File: config.mk
export PLATFORM = sky130hd
export DESIGN_NAME = stch_update
export DESIGN_NICKNAME = d
export VERILOG_FILES = /design/src/rtl/stch_pkg.sv /design/src/rtl/stch_update.sv
export SDC_FILE = /design/constraint.sdc
export NUM_CORES = 1
export LEC_CHECK = 0
export BUFFER_PORTS_ARGS = -buffer_cell sky130_fd_sc_hd__buf_2
export CORE_AREA = 10 10 295 297
export DETAILED_ROUTE_END_ITERATION = 8
export DIE_AREA = 0 0 305 307
export PLACE_DENSITY_LB_ADDON = 0.08
export SYNTH_ARGS = -nofsm -noshare
export SYNTH_HDL_FRONTEND = slang
export SYNTH_SLANG_ARGS = --single-unit
File: constraint.sdc
create_clock -name vclk -period 8.8
set_input_delay 1.76 -clock vclk [all_inputs]
set_output_delay 1.76 -clock vclk [all_outputs]
set_load 0.03 [all_outputs]
File: src/rtl/stch_pkg.sv
`timescale 1ns / 1ps
`default_nettype none

package stch_pkg;

  localparam int unsigned DATA_W = 64;

  typedef logic [DATA_W-1:0] word_t;

  // operation codes
  localparam logic [2:0] OP_ADD      = 3'd0;
  localparam logic [2:0] OP_SET      = 3'd1;
  localparam logic [2:0] OP_MAX      = 3'd2;
  localparam logic [2:0] OP_RECORD   = 3'd3;
  localparam logic [2:0] OP_RD_CNT   = 3'd4;
  localparam logic [2:0] OP_RD_HIST  = 3'd5;

  // per-phase summary words
  localparam logic [1:0] FLD_COUNT = 2'd0;
  localparam logic [1:0] FLD_SUM   = 2'd1;
  localparam logic [1:0] FLD_MIN   = 2'd2;
  localparam logic [1:0] FLD_MAX   = 2'd3;

  // histogram words below this index are summary words, the rest are buckets
  localparam logic [6:0] HIST_BUCKET_BASE = 7'd4;

  localparam logic STATUS_DONE    = 1'b0;
  localparam logic STATUS_IGNORED = 1'b1;

  typedef struct packed {
    word_t tmax;
    word_t tmin;
    word_t sum;
    word_t count;
  } phase_rec_t;

  typedef struct packed {
    logic [2:0] op;
    logic       ok;           // access is carried out
    logic       phase_field;  // op 5 reads a summary word, not a bucket
    logic [1:0] field_sel;
    word_t      operand;
  } req_t;

  function automatic word_t add_sat(input word_t a, input word_t b);
    logic [DATA_W:0] s;
    s = {1'b0, a} + {1'b0, b};
    return s[DATA_W] ? '1 : s[DATA_W-1:0];
  endfunction

  // index of the highest set bit, zero for zero
  function automatic logic [5:0] msb_index(input word_t v);
    logic [5:0] idx;
    idx = '0;
    for (int i = 0; i < DATA_W; i++) begin
      if (v[i]) idx = 6'(i);
    end
    return idx;
  endfunction

endpackage

`default_nettype wire

File: src/rtl/stch_update.sv
`timescale 1ns / 1ps
`default_nettype none

module stch_update (
  input  wire stch_pkg::req_t     req,
  input  wire stch_pkg::word_t    word_rd,
  input  wire stch_pkg::phase_rec_t phase_rd,
  output logic                    word_we,
  output stch_pkg::word_t         word_wdata,
  output logic                    phase_we,
  output stch_pkg::phase_rec_t    phase_wdata,
  output stch_pkg::word_t         read_data,
  output logic                    access_status
);

  import stch_pkg::*;

  word_t field_val;

  always_comb begin
    case (req.field_sel)
      FLD_COUNT: field_val = phase_rd.count;
      FLD_SUM:   field_val = phase_rd.sum;
      FLD_MIN:   field_val = phase_rd.tmin;
      default:   field_val = phase_rd.tmax;
    endcase
  end

  always_comb begin
    word_we       = 1'b0;
    word_wdata    = word_rd;
    phase_we      = 1'b0;
    phase_wdata   = phase_rd;
    read_data     = '0;
    access_status = req.ok ? STATUS_DONE : STATUS_IGNORED;
    unique case (req.op)
      OP_ADD: begin
        word_we    = req.ok;
        word_wdata = add_sat(word_rd, req.operand);
      end
      OP_SET: begin
        word_we    = req.ok;
        word_wdata = req.operand;
      end
      OP_MAX: begin
        word_we    = req.ok;
        word_wdata = (req.operand > word_rd) ? req.operand : word_rd;
      end
      OP_RECORD: begin
        word_we           = req.ok;
        word_wdata        = add_sat(word_rd, 64'd1);
        phase_we          = req.ok;
        phase_wdata.count = add_sat(phase_rd.count, 64'd1);
        phase_wdata.sum   = add_sat(phase_rd.sum, req.operand);
        // first sample always sets the minimum
        phase_wdata.tmin  = ((phase_rd.count == '0) || (req.operand < phase_rd.tmin)) ?
                            req.operand : phase_rd.tmin;
        phase_wdata.tmax  = (req.operand > phase_rd.tmax) ? req.operand : phase_rd.tmax;
      end
      OP_RD_CNT: begin
        if (req.ok) read_data = word_rd;
      end
      OP_RD_HIST: begin
        if (req.ok) read_data = req.phase_field ? field_val : word_rd;
      end
      default: begin
        word_we = 1'b0;
      end
    endcase
  end

endmodule

`default_nettype wire

Yosys cells after proc, flatten, opt, wreduce, memory -nomap -nowiden
Index checks and enable logic that the tools add are counted.
W data, S select, Z words.
Storage, ports and cells
  bits in registers: 0
  input bits: 391
  output and inout bits: 387
  word-level logic and storage cells: 36
Operators by class
  add/sub/neg operators: 4
  order comparisons: 3
  equal/unequal tests: 7
  multiplexer cells: 17
  reductions and logical operators: 5
Operators with widths (number)
  $mux W64: 10
  $mux W256: 1
  $pmux W64 S4: 1
  $pmux W64 S3: 1
  $add A64 B1 Y65 const B: 2
  $add A64 B64 Y65: 2
  $gt A64 B64 Y1: 2
  $pmux W64 S2: 1
  $logic_not A64 Y1: 1
  $lt A64 B64 Y1: 1
  $eq A3 B2 Y1 const B: 2
  $eq A3 B3 Y1 const B: 2
  $reduce_or A4 Y1: 1
  $eq A3 B1 Y1 const B: 1
  $logic_not A3 Y1: 1
  $mux W1: 3
  $eq A2 B1 Y1 const B: 1
  $eq A2 B2 Y1 const B: 1
  $logic_not A2 Y1: 1
  $logic_or A1 B1 Y1: 1

Longest topological paths before layout
  depth in word-level cells: 5
  depth in mapped cells: 17
  gate-level depth less buffers: 13

Worst setup path before layout
No wires, ideal clock.
  kind: in2out
  start: in word_rd[25]
  end: out word_wdata[61]
  arrival time: 4947 ps
  required time: 7040 ps
  setup slack: 2093 ps
  stages: 15
  buffers on the path: 2
  path through: clkbuf_1 -> inv_1 -> ha_1 -> buf_2 -> nor2_1 -> a211oi_2 -> o21ai_0 -> a221oi_1 -> a2bb2oi_1 -> nor3b_2 -> nor2_2 -> a31oi_2 -> o31a_1 -> nor3_1 -> o31ai_1
Between the ends
  cells in the longest elaborated chain, start to end: 3
  elaborated cells on any way between the ends: 7
  those cells by class: add/sub: 2; order compare: 1; mux: 4
Ends and longest elaborated chain
  start, declared: RTL line stch_update.sv:6  | input wire stch_pkg::word_t word_rd,
  $add A64 B1 Y65 (tied with other cells): RTL line stch_pkg.sv:47  | s = {1'b0, a} + {1'b0, b};
  $mux W64, on equally long branches: RTL line stch_pkg.sv:48, stch_update.sv:47
  $pmux W64 S4 (*): RTL line stch_update.sv:36  | unique case (req.op)
  end, declared: RTL line stch_update.sv:9  | output stch_pkg::word_t word_wdata,
Every way passes the cells marked *; elsewhere a longest branch is shown, timed or not.

==> results.py <==
metrics = {
    "die": {
        "rows": 105,
        "coreArea_um2": 81300,
        "io_pins": 778,
        "start_util_pct": 27.4,
        "die_h_um": 307,
        "die_area_um2": 93600,
        "die_width_um": 305,
    },
    "detailed_routing": {
        "drt_iter0_drc": 3118,
        "drt_drc_violations_left": 0,
        "vias_per_cell": 5.99,
        "first_pass_iters": 6,
        "wire_per_inst_um": 34.0,
        "drtAntennaViolNets": 0,
        "via_count": 29000,
        "wl_um": 165000,
    },
    "synth": {
        "netlist_instances": 3091,
        "syn_area_per_cell_um2": 7.22,
        "syn_nets": 3806,
        "ys.warnings.count": 0,
        "syn_area_um2": 22300,
        "yosysSeqAreaShare_pct": 0,
        "ys_types": 115,
    },
    "placed_design": {
        "io_buffers": 778,
        "hpwl_um": 142000,
        "gp_congestion": 1.00,
        "pre_cts_slack_ns": 0.844,
        "place_area_um2": 27200,
    },
    "global_routing": {
        "grt.total_usage_pct": 32.6,
        "antenna_found_initial": 23,
        "grt_max_degree": 58,
        "gr-total-overflow": 0,
        "grt_pass1_vias": 28400,
        "grt_pass1_wl_um": 224000,
    },
    "timing": {
        "drv_slew": 0,
        "fmax_mhz": 126,
        "fin_crit_sh_pct": 90.5,
        "worst_pin_slew_ns": 1.16,
        "min_period_ns": 7.97,
        "setup_viol": 0,
        "report.final.hold_viol_count": 0,
        "setup_tns_ns": 0,
        "grt_setup_unrepaired": "no",
        "finalWorstSetupSlack_ns": 0.834,
        "timing.slew.headroom_pct": 22.8,
    },
    "clock_network": {
        "cts_resized": 0,
        "post_cts_buffers": 0,
        "postCtsHoldBufs": 0,
    },
    "cells_and_area": {
        "design.seq.count": 0,
        "drive_above_1_share_pct": 28.9,
        "syn2layout_area_growth_pct": 22.1,
        "final_nets": 4478,
        "nClkBuffers": 0,
        "fin_util_pct": 33.5,
        "finalInstanceArea_um2": 27300,
        "final-seq-area_um2": 0,
    },
    "pwr": {
        "power_leakage_uw": 0.0130,
        "ir_worst_vdd_mv": 0.0398,
        "power_density_nw_per_um2": 76.3,
    },
    "worst_setup_path": {
        "start_kind": "primary input",
        "cp_cell_sequence": "buf_2 -> buf_4 -> ha_1 -> nand4_1 -> nor3_2 -> and3_1 -> nand4_1 -> nor4_2 -> o21ai_1 -> a21oi_1 -> nor3_1 -> a211oi_4 -> buf_12 -> mux2_1 -> buf_2",
        "slowest_delay_ns": 0.81,
        "crit_path_top_delay_cell": "a211oi_4",
        "arrival_ns": 6.21,
        "worstSetupPathType": "in2out",
        "setup.worst_path.end_class": "primary output",
        "critPathTopFamily": "simple AND/OR/NAND/NOR gates",
        "required_ns": 7.04,
        "critical_path_buf_inv_count": 4,
        "crit_fanout": 22,
    },
    "hold_path": {
        "hold_path.class": "in2out",
    },
    "run_status": {
        "outcome": "finished, final reports clean",
    },
    "flow_run": {
        "drv_cap": 0,
    },
}
[cell type report]
class	count	area (um^2)
diodes	12	30.0
multi-input cells	2648	20500
well taps	1070	1340
repair buffers	844	4420
inverters	269	1010
fillers	9091	54100
[logic make-up after synthesis]
family / after synthesis / synth area share, %
simple gates: 946 / 21.9
fa+ha+maj: 324 / 18.2
buf+inv: 443 / 8.62
xor+xnor: 163 / 6.40
mux: 195 / 14.1
compound gates: 1020 / 30.8
[stage by stage]
| step | total power [uW] | hold WS, ns | std cells |
|---|---|---|---|
| after floorplan | 1220 | 3.70 | 3091 |
| after global placement | 2060 | 3.93 | 4831 |
| after detailed placement | 2040 | 3.93 | 4831 |
| after CTS | 2050 | 3.93 | 4831 |
| after global routing | 2190 | 3.95 | 4835 |
| final | 2080 | 3.93 | 4843 |
[routing by layer]
layer	GRT usage, %	vias up	part of all wire, %
met5	0	-	0.021
met3	7.03	235	9.4
met4	9.23	4	3.4
met1	43.3	14300	42
met2	52.2	1555	45
li1	-	12900	-
[layout by cell type, fill, tap and decap left out, types with 32 or more instances in the layout]
cell | Yosys | routed
xor2_1 | 67 | 67
mux2_1 | 41 | 41
a31oi_1 | 32 | 32
nand3_1 | 102 | 102
buf_2 | 34 | 777
o21ai_0 | 225 | 224
buf_4 | 1 | 65
inv_1 | 267 | 267
and3_1 | 43 | 43
nand2_1 | 226 | 225
a22o_1 | 50 | 50
mux4_2 | 64 | 64
nand4_1 | 90 | 90
xnor2_1 | 96 | 96
mux2_4 | 60 | 60
ha_1 | 322 | 322
nor4_1 | 42 | 41
a21oi_1 | 265 | 265
o22a_1 | 65 | 65
a21o_1 | 86 | 86
a22oi_1 | 33 | 33
nor2b_1 | 37 | 37
nor3_1 | 56 | 55
nor2_1 | 211 | 211
[cell usage after synthesis, drive strengths merged, types with 10 or more instances]
master | count | area (um^2)
a221oi | 21 | 203
a21oi | 273 | 1400
o31ai | 25 | 188
and3 | 43 | 269
o21bai | 27 | 203
nor4 | 47 | 343
nor2b | 37 | 231
o21ai | 234 | 1190
nor3 | 64 | 360
nand3 | 103 | 521
and2 | 12 | 77.6
clkbuf | 110 | 418
or2 | 10 | 62.6
xnor2 | 96 | 841
nand2 | 232 | 896
or3 | 23 | 149
ha | 322 | 4030
buf | 64 | 497
xor2 | 67 | 587
a31oi | 35 | 246
o211ai | 30 | 225
and4 | 10 | 87.6
mux2 | 130 | 1690
a21o | 88 | 669
o22a | 65 | 569
mux4 | 64 | 1440
inv | 268 | 1010
nand4 | 94 | 613
a2111oi | 11 | 159
a22oi | 33 | 248
a211oi | 24 | 215
o21a | 20 | 150
nor2 | 218 | 860
nand2b | 26 | 173
a22o | 50 | 438
[power breakdown]
group	internal (uW)	switching [uW]
Sequential	0	0
Combinational	673	1410
Clock	0.000150	0
[path summary, 6_finish.rpt]
check / startpoint / to / slack, ns / cells after the start
max: req[60] / phase_wdata[253] / 0.83 / 15
min: phase_rd[201] / phase_wdata[201] / 3.93 / 3
No activity file was read; power rests on OpenSTA's default activity.
