--- src/rtl/stch_pkg.sv ---
`timescale 1ns / 1ps
`default_nettype none

package stch_pkg;

  localparam int unsigned DATA_W = 64;

  typedef logic [DATA_W-1:0] word_t;

  // operation codes
  localparam logic [2:0] OP_ADD      = 3'd0;
  localparam logic [2:0] OP_SET      = 3'd1;
  localparam logic [2:0] OP_MAX      = 3'd2;
  localparam logic [2:0] OP_RECORD   = 3'd3;
  localparam logic [2:0] OP_RD_CNT   = 3'd4;
  localparam logic [2:0] OP_RD_HIST  = 3'd5;

  // per-phase summary words
  localparam logic [1:0] FLD_COUNT = 2'd0;
  localparam logic [1:0] FLD_SUM   = 2'd1;
  localparam logic [1:0] FLD_MIN   = 2'd2;
  localparam logic [1:0] FLD_MAX   = 2'd3;

  // histogram words below this index are summary words, the rest are buckets
  localparam logic [6:0] HIST_BUCKET_BASE = 7'd4;

  localparam logic STATUS_DONE    = 1'b0;
  localparam logic STATUS_IGNORED = 1'b1;

  typedef struct packed {
    word_t tmax;
    word_t tmin;
    word_t sum;
    word_t count;
  } phase_rec_t;

  typedef struct packed {
    logic [2:0] op;
    logic       ok;           // access is carried out
    logic       phase_field;  // op 5 reads a summary word, not a bucket
    logic [1:0] field_sel;
    word_t      operand;
  } req_t;

  function automatic word_t add_sat(input word_t a, input word_t b);
    logic [DATA_W:0] s;
    s = {1'b0, a} + {1'b0, b};
    return s[DATA_W] ? '1 : s[DATA_W-1:0];
  endfunction

  // index of the highest set bit, zero for zero
  function automatic logic [5:0] msb_index(input word_t v);
    logic [5:0] idx;
    idx = '0;
    for (int i = 0; i < DATA_W; i++) begin
      if (v[i]) idx = 6'(i);
    end
    return idx;
  endfunction

endpackage

`default_nettype wire

--- src/rtl/stch_decode.sv ---
`timescale 1ns / 1ps
`default_nettype none

module stch_decode #(
  parameter int unsigned NUM_COUNTERS = 54,
  parameter int unsigned NUM_PHASES   = 16,
  parameter int unsigned NUM_BUCKETS  = 64,
  localparam int unsigned WDEPTH = NUM_COUNTERS + NUM_PHASES * NUM_BUCKETS,
  localparam int unsigned WAW    = $clog2(WDEPTH),
  localparam int unsigned PAW    = (NUM_PHASES > 1) ? $clog2(NUM_PHASES) : 1
) (
  input  wire logic                  enabled,
  input  wire logic [2:0]            operation,
  input  wire logic [5:0]            slot_index,
  input  wire logic [63:0]           operand_value,
  input  wire logic [6:0]            histogram_word,
  output stch_pkg::req_t             req,
  output logic       [WAW-1:0]       word_addr,
  output logic       [PAW-1:0]       phase_addr
);

  import stch_pkg::*;

  localparam logic [6:0] NC7      = 7'(NUM_COUNTERS);
  localparam logic [6:0] NP7      = 7'(NUM_PHASES);
  localparam logic [6:0] WORD_END = 7'(NUM_BUCKETS + 4);
  localparam logic [5:0] LAST_B   = 6'(NUM_BUCKETS - 1);

  logic             cnt_ok;
  logic             ph_ok;
  logic [5:0]       bucket_raw;
  logic [5:0]       bucket;
  logic [WAW-1:0]   row_base;
  logic [6:0]       word_off;

  assign cnt_ok     = {1'b0, slot_index} < NC7;
  assign ph_ok      = {1'b0, slot_index} < NP7;
  assign bucket_raw = msb_index(operand_value);
  assign bucket     = (bucket_raw > LAST_B) ? LAST_B : bucket_raw;
  assign row_base   = WAW'(NUM_COUNTERS) + WAW'(slot_index) * WAW'(NUM_BUCKETS);
  assign word_off   = histogram_word - HIST_BUCKET_BASE;

  always_comb begin
    req.op          = operation;
    req.ok          = 1'b0;
    req.phase_field = histogram_word < HIST_BUCKET_BASE;
    req.field_sel   = histogram_word[1:0];
    req.operand     = operand_value;
    word_addr       = '0;
    phase_addr      = '0;
    unique case (operation) inside
      OP_ADD, OP_SET, OP_MAX: begin
        req.ok = enabled && cnt_ok;
        if (cnt_ok) word_addr = WAW'(slot_index);
      end
      OP_RECORD: begin
        req.ok = enabled && ph_ok;
        if (ph_ok) begin
          word_addr  = row_base + WAW'(bucket);
          phase_addr = PAW'(slot_index);
        end
      end
      OP_RD_CNT: begin
        req.ok = cnt_ok;
        if (cnt_ok) word_addr = WAW'(slot_index);
      end
      OP_RD_HIST: begin
        req.ok = ph_ok && (histogram_word < WORD_END);
        if (req.ok) begin
          phase_addr = PAW'(slot_index);
          if (!req.phase_field) word_addr = row_base + WAW'(word_off);
        end
      end
      default: req.ok = 1'b0;
    endcase
  end

endmodule

`default_nettype wire

--- config.mk ---
export PLATFORM = sky130hd
export DESIGN_NAME = stch_decode
export DESIGN_NICKNAME = d
export VERILOG_FILES = /design/src/rtl/stch_pkg.sv /design/src/rtl/stch_decode.sv
export SDC_FILE = /design/constraint.sdc
export NUM_CORES = 1
export LEC_CHECK = 0
export BUFFER_PORTS_ARGS = -buffer_cell sky130_fd_sc_hd__buf_2
export CORE_ASPECT_RATIO = 1.4
export CORE_MARGIN = 1.5
export CORE_UTILIZATION = 36
export DETAILED_ROUTE_END_ITERATION = 16
export PLACE_DENSITY = 0.84
export SLEW_MARGIN = 5
export SYNTH_ARGS = -nofsm -noshare
export SYNTH_HDL_FRONTEND = slang
export SYNTH_SLANG_ARGS = --single-unit
--- constraint.sdc ---
create_clock -name vclk -period 4.4
set_clock_uncertainty 0.2 [all_clocks]
set_input_delay 0.88 -clock vclk [all_inputs]
set_output_delay 0.88 -clock vclk [all_outputs]
set_load 0.1 [all_outputs]
# Yosys cells after proc, flatten, opt, wreduce, memory -nomap -nowiden

Index checks and enable logic that the tools add are counted.

Bits in registers: 0

Equal/unequal tests: 5
Mux-type cells: 73
Reductions and logical operators: 6
$add $sub $neg: 4
$lt $le $gt $ge: 5

Operators by type and width:

| operator              | number |
|---|---|
| $mux 6                | 41 |
| $mux 5                | 9 |
| $mux 4                | 10 |
| $mux 11               | 3 |
| $pmux 11 s3           | 1 |
| $mux 3                | 4 |
| $add 11x6->11         | 1 |
| $add 11x7->11         | 1 |
| $add 6x11->11 const A | 1 |
| $pmux 4 s2            | 1 |
| $lt 7x3->1 const B    | 1 |
| $lt 7x7->1 const B    | 1 |
| $sub 7x3->7 const B   | 1 |
| $eq 3x2->1 const B    | 2 |
| $eq 3x3->1 const B    | 2 |
| $gt 6x6->1 const B    | 1 |
| $lt 6x5->1 const B    | 1 |
| $lt 6x6->1 const B    | 1 |
| $mux 2                | 2 |
| $pmux 1 s4            | 1 |
| $reduce_or 4->1       | 1 |
| $eq 3x1->1 const B    | 1 |
| $logic_and 1x1->1     | 3 |
| $logic_not 3->1       | 1 |
| 2 further kinds       | 2 |

# Longest topological paths before layout

Gate-level depths: netlist of run 1.

Word-level depth: 68
Gate-level depth with buffers: 11

# Least setup slack after synthesis of run 1

OpenSTA, ideal clock, no wires.

Path type: input to output
From: input operand_value[8]
To: output word_addr[3]
Path slack: -1.085 ns
Required time: 3.320 ns
Stages on the path: 8
Arrival: 4.405 ns
Buffers on the path: 0
Cell sequence: or4_4 > o21bai_1 > a21boi_1 > nand2b_1 > a21o_1 > ha_1 > xor2_1 > o21ai_0

Cells in the longest elaborated chain, start to end: 61

Ends and longest elaborated chain:

| element                 | RTL line          | source |
|---|---|---|
| start: declaration      | stch_decode.sv:15 | `input wire logic [63:0] operand_value,` |
| $mux 4 * (8 in series)  | stch_pkg.sv:56    | `if (v[i]) idx = 6'(i);` |
| $mux 5 * (9 in series)  | stch_pkg.sv:56    |  |
| $mux 6 * (39 in series) | stch_pkg.sv:56    |  |
| $gt 6x6->1              | stch_decode.sv:39 | `assign bucket = (bucket_raw > LAST_B) ? LAST_B : bucket_raw;` |
| $mux 6 *                | stch_decode.sv:39 |  |
| $add 11x6->11 *         | stch_decode.sv:59 | `word_addr = row_base + WAW'(bucket);` |
| $mux 11 *               | stch_decode.sv:58 | `if (ph_ok) begin` |
| $pmux 11 s3 *           | stch_decode.sv:51 | `unique case (operation) inside` |
| end: declaration        | stch_decode.sv:18 | `output logic [WAW-1:0] word_addr,` |

Every way passes the cells marked *; elsewhere a longest branch is shown, timed or not.

# Final worst setup path of run 1

From: input operand_value[13]
To: output word_addr[9]

Cells in the longest elaborated chain, start to end: 56

Ends and longest elaborated chain:

| element                 | RTL line |
|---|---|
| $mux 4 * (3 in series)  | stch_pkg.sv:56 |
| $mux 5 * (9 in series)  | stch_pkg.sv:56 |
| $mux 6 * (39 in series) | stch_pkg.sv:56 |
| $gt 6x6->1              | stch_decode.sv:39 |
| $mux 6 *                | stch_decode.sv:39 |
| $add 11x6->11 *         | stch_decode.sv:59 |
| $mux 11 *               | stch_decode.sv:58 |
| $pmux 11 s3 *           | stch_decode.sv:51 |

Marked as above.

==> results.cfg, run 1 <==
[status]
outcome = finished, final reports clean

[layout]
nets = 522
register_area_um2 = 0
clkbuf_count = 0
final_cell_mix = buf_2, nor2_1, buf_4
syn_to_final_growth_pct = 40.9
layout_commonest_cell = buf_2
diodes = 0
multi_input_area_um2 = 1480
fillers = 528
drive_gt1_share_pct = 50.3
seq_cell_count = 0

[timing]
max_freq_mhz = 234
period_share_pct = 97.1
max-slew-margin-rel_pct = 51.7
whs_ps = 1560
final.min_clock_period_ps = 4270
rsz0062_at_grt = yes
worstMarginPinSlew_ps = 706
fin_tns_setup_ps = 0
setup_viol_count_final = 0
hold_viol = 0
drv_slew = 0

[logic_synthesis]
syn_area_um2 = 2010
yosys_warnings = 0
syn_inst = 313
synth.avg_cell_area_um2 = 6.42
syn_nets = 400
synth_seq_area_share_pct = 0
ys_types = 58

[detailed_routing]
vias = 2720
wire_per_inst_um = 14.1
routed_wl_um = 7040
drtPass1Iterations = 4
drc = 0
detail-route-antenna-nets = 0
viasPerCell = 5.43
drtIter0Drc = 79

[pwr]
vdd_ir_drop_max_uv = 92.7
power_density_nw_per_um2 = 191
total_power_mw = 0.541
cellLeakagePower_nw = 1.39

[global_route]
grt.total_usage_pct = 21.0
grt_pass1_wl_um = 10500
antenna_found_initial = 0
grt_pass1_vias = 2435
grt_max_degree = 9
grt-ovfl-total = 0

[die]
rows = 32
dieArea_um2 = 6050
start_util_pct = 36.9
fp.dieW_um = 66.2
io_pins = 167
core_area_um2 = 5450
die_height_um = 91.4

[critical_path]
crit_path_end_kind = output pin
critPathRequiredTime_ps = 3320
crit_type = input pin to output pin
cp-start-kind = input pin
worstPathArrival_ps = 3190
crit_fanout = 4

[placed_design]
dpl.hpwl_um = 5990
io_buffers = 165
gp_congestion = 0.843

[worst_hold_path]
min-delay-start = operand_value[0]
hold_path_end = req[0]
worstHoldPathType = input pin to output pin
holdPathStages = 0

[flow_run]
max_cap_viol_count = 0

[cts]
postCtsHoldBufs = 0
[routing by layer]
metal	track usage, %	share of wire, %	vias up
met5	0	0	-
met3	2.23	7.3	16
met1	20.1	36	1232
li1	-	-	1325
met2	43.8	54	147
met4	6.12	2.9	0
[worst max path at each step]
stage | from | endpoint | slack (ps) | cells after the start
5_1_grt | operand_value[13] | word_addr[9] | -60 | 13
4_1_cts | operand_value[8] | word_addr[9] | 5 | 13
2_1_floorplan | operand_value[8] | word_addr[3] | -330 | 8
3_5_place_dp | operand_value[4] | word_addr[9] | -30 | 12
3_3_place_gp | operand_value[4] | word_addr[9] | 40 | 12
6_report | operand_value[13] | word_addr[9] | 130 | 13
[layout make-up]
| class | count | share of cell area, % |
|---|---|---|
| Inverter | 17 | 2.25 |
| Timing Repair Buffer | 190 | 42.4 |
| Tap cell | 68 | 3.00 |
| Multi-Input combinational cell | 226 | 52.4 |
[report_power, final]
| group | total, mW | switching, mW | internal (mW) |
|---|---|---|---|
| Clock | 0 | 0 | 0 |
| Sequential | 0 | 0 | 0 |
| Combinational | 0.541 | 0.417 | 0.124 |
[cells by family (layout without fill, tap and decap cells)]
group           after synthesis  after routing  share of synthesized area (%)
buf+inv                      87            207                           29.1
xor+xnor                      9              9                           3.92
fa+ha+maj                     7              7                           4.23
simple gates                125            125                           34.5
compound gates               85             85                           28.3
[per-stage QoR]
step | util [%] | setup WS (ps) | instance area, um2 | instances
3_3_place_gp | 50.9 | 36.2 | 2770 | 499
2_1_floorplan | - | -329 | 2040 | 313
4_1_cts | 50.9 | 5.21 | 2770 | 499
5_1_grt | 52.0 | -61.6 | 2830 | 501
6_report | 52.0 | 127 | 2830 | 501
3_5_place_dp | 50.9 | -34.9 | 2770 | 499
[cell usage after synthesis, drive strengths merged (3+ instances only)]
master	count	area share [%]
o21bai	4	1.5
nand3	5	1.2
a22oi	4	1.5
o211ai	3	1.1
a21oi	23	5.7
a2111oi	3	1.3
nand2	24	4.5
nor3	9	2.2
or4	5	2.2
xnor2	4	1.7
nor4	17	5.9
a21boi	3	1.1
buf	69	26
nand4	3	0.93
nand2b	4	1.2
xor2	5	2.2
nor2	36	7.1
inv	17	3.2
o21ai	21	5.2
nor2b	4	1.2
and2	8	2.7
ha	6	3.7
[worst max-delay path, stage by stage]
cell and delay [ps]:
buf_8 100, or4_4 530, o21bai_1 170, a21boi_1 130, nand2b_1 110, a21o_1 150
ha_2 220, a21oi_4 40, o21ai_2 180, o22a_1 220, nor2_1 60, o21a_2 220
buf_12 160
[what timing repair did]
item	CTS	global route
resized for setup	1	12
pin swaps	0	10
setup endpoints to repair	2	3
hold endpoints to repair	0	0
buffers inserted	0	2
(Power assumes the default switching activity.)
==> inputs of run 2 (changes only) <==
Settings changed: ABC_AREA set to 1, PLACE_DENSITY 0.84 to 0.85.
Clock period 4.4 ns to 3.85 ns, I/O delays scaled along.
==> run 2 against run 1 <==
Net effect: the flow now finishes with violations (setup timing); cell area up 23%; global-route usage up 2.5 points; die area up 4.6%; core utilization up 11 points; cell count up 30%; clock-buffer cell count unchanged; wire length up 11%; worst hold slack worse by 220 ps.
==> results.cfg, run 2 <==
[logic_synthesis]
syn_inst = 416
synth_top_area_share_pct = 24.6
synth_seq_area_share_pct = 0
syn_nets = 503
synthTopCellsByCount = nand2_1, inv_1, buf_4, nor2_1, nand3_1
syn_area_um2 = 2110
synthTopCellsByArea = buf_4, nand2_1, inv_1
ys_types = 31
yosys_warnings = 0
synth.avg_cell_area_um2 = 5.06
synth.most_common_cell = nand2_1
yosys.area.top_type = buf_4

[worst_hold_path]
min-delay-start = operand_value[0]
holdPathStages = 0
worstHoldPathType = input pin to output pin
hold_path_end = req[0]

[global_route]
grt-ovfl-total = 0
grt_pass1_vias = 2981
antenna_found_initial = 0
grt_max_degree = 8
grt.total_usage_pct = 23.5
grt_pass1_wl_um = 12000

[critical_path]
cp-start-kind = input pin
crit_fanout = 2
crit_family = simple AND/OR/NAND/NOR gates
critPathRequiredTime_ps = 2880
crit_slowest_cell = buf_12
critical_path_buf_inv_count = 3
critPathMaxStageDelay_ps = 160
cp_common_cell = nand2_1
crit_type = input pin to output pin
crit_path_end_kind = output pin
worstPathArrival_ps = 4360

[detailed_routing]
drtPass1Iterations = 5
vias = 3187
viasPerCell = 4.91
wire_per_inst_um = 12.0
detail-route-antenna-nets = 0
drc = 0
routed_wl_um = 7820
drtIter0Drc = 81

[die]
dieArea_um2 = 6330
die_height_um = 93.5
start_util_pct = 37.9
core_area_um2 = 5570
io_pins = 167
rows = 32
fp.dieW_um = 67.7

[placed_design]
placed_area_um2 = 3340
io_buffers = 165
dpl.hpwl_um = 6680
gp_congestion = 0.887
dp.cells = 646

[timing]
drv_slew = 0
final.min_clock_period_ps = 5330
fin_tns_setup_ps = -13050
worstMarginPinSlew_ps = 509
setup_viol_count_final = 11
rsz0062_at_grt = yes
period_share_pct = 138
max-slew-margin-rel_pct = 66.3
whs_ps = 1340
max_freq_mhz = 188
hold_viol = 0
setup_ws_ps = -1480

[layout]
final_cell_mix = buf_2, nand2_1, inv_1
seq_cell_count = 0
syn_to_final_growth_pct = 66.0
diodes = 0
layout.cells.non_filler = 649
layout_commonest_cell = buf_2
register_area_um2 = 0
multi_input_area_um2 = 1530
drive_gt1_share_pct = 46.5
nets = 670
clkbuf_count = 0
fillers = 473
finalInstanceArea_um2 = 3500

[status]
failed_checks = setup timing
outcome = finished with violations

[pwr]
cellLeakagePower_nw = 2.04
power_density_nw_per_um2 = 190
vdd_ir_drop_max_uv = 109

[flow_run]
max_cap_viol_count = 0
[run 2: cell count changes after synthesis, sizes merged, moves of 4 or more]
cell | previous run | this run
a21oi | 23 | 13
a22oi | 4 | 0
and2 | 8 | 1
inv | 17 | 84
nand2 | 24 | 103
nand2b | 4 | 0
nand3 | 5 | 35
nor2b | 4 | 0
nor3 | 9 | 15
nor4 | 17 | 9
o21ai | 21 | 14
o21bai | 4 | 0
or4 | 5 | 0
[run 2: how the worst max path moves through the flow]
| stage | endpoint | slack, ps | from | cells past startpoint |
|---|---|---|---|---|
| 2_1_floorplan | word_addr[5] | -1640 | operand_value[3] | 34 |
| 3_3_place_gp | word_addr[9] | -1360 | operand_value[3] | 39 |
| 3_5_place_dp | word_addr[9] | -1480 | operand_value[3] | 39 |
| 4_1_cts | word_addr[0] | -1430 | operand_value[2] | 67 |
| 5_1_grt | word_addr[0] | -1980 | operand_value[2] | 67 |
| 6_report | word_addr[0] | -1480 | operand_value[2] | 67 |
[run 2: final cells by class]
| class | count | share of cell area [%] |
|---|---|---|
| tap | 68 | 2.43 |
| inverter | 86 | 9.77 |
| timing repair buffer | 234 | 44.1 |
| multi-input combinational | 261 | 43.7 |
[run 2: what timing repair did]
item,4_1_cts,5_1_grt
endpoints found under the hold margin,0,0
endpoints found under the setup margin,11,11
pin swaps,31,15
resized for setup,24,6
hold buffers,0,0
setup buffers,1,3
[run 2: cells by family (layout without fill, tap and decap cells)]
group	Yosys count	after routing	share of synthesized area [%]
simple gates	207	207	41.9
buf+inv	155	320	39.9
compound gates	44	44	13.0
fa+ha+maj	6	6	3.56
xor+xnor	4	4	1.66
[run 2: power breakdown]
part | switching (mW) | total (mW) | leakage [nW] | internal (mW)
combinational | 0.497 | 0.665 | 2.04 | 0.169
clock | 0 | 0 | 0 | 0
sequential | 0 | 0 | 0 | 0
[run 2: layer usage]
layer  vias to the layer above  track usage (%)  share of wire [%]
met5                         -                0                  0
met4                         0             12.2                3.6
met3                        28             3.85                6.9
met2                       155             48.1                 57
met1                      1418             20.2                 33
li1                       1586                -                  -
[run 2: through the flow]
stage               total power, mW  utilization [%]  setup WS (ps)
floorplan                     0.510                -          -1640
global placement              0.641             60.0          -1360
detailed placement            0.650             60.0          -1480
CTS                           0.659             62.0          -1430
global route                  0.699             62.8          -1980
finish                        0.665             62.8          -1480
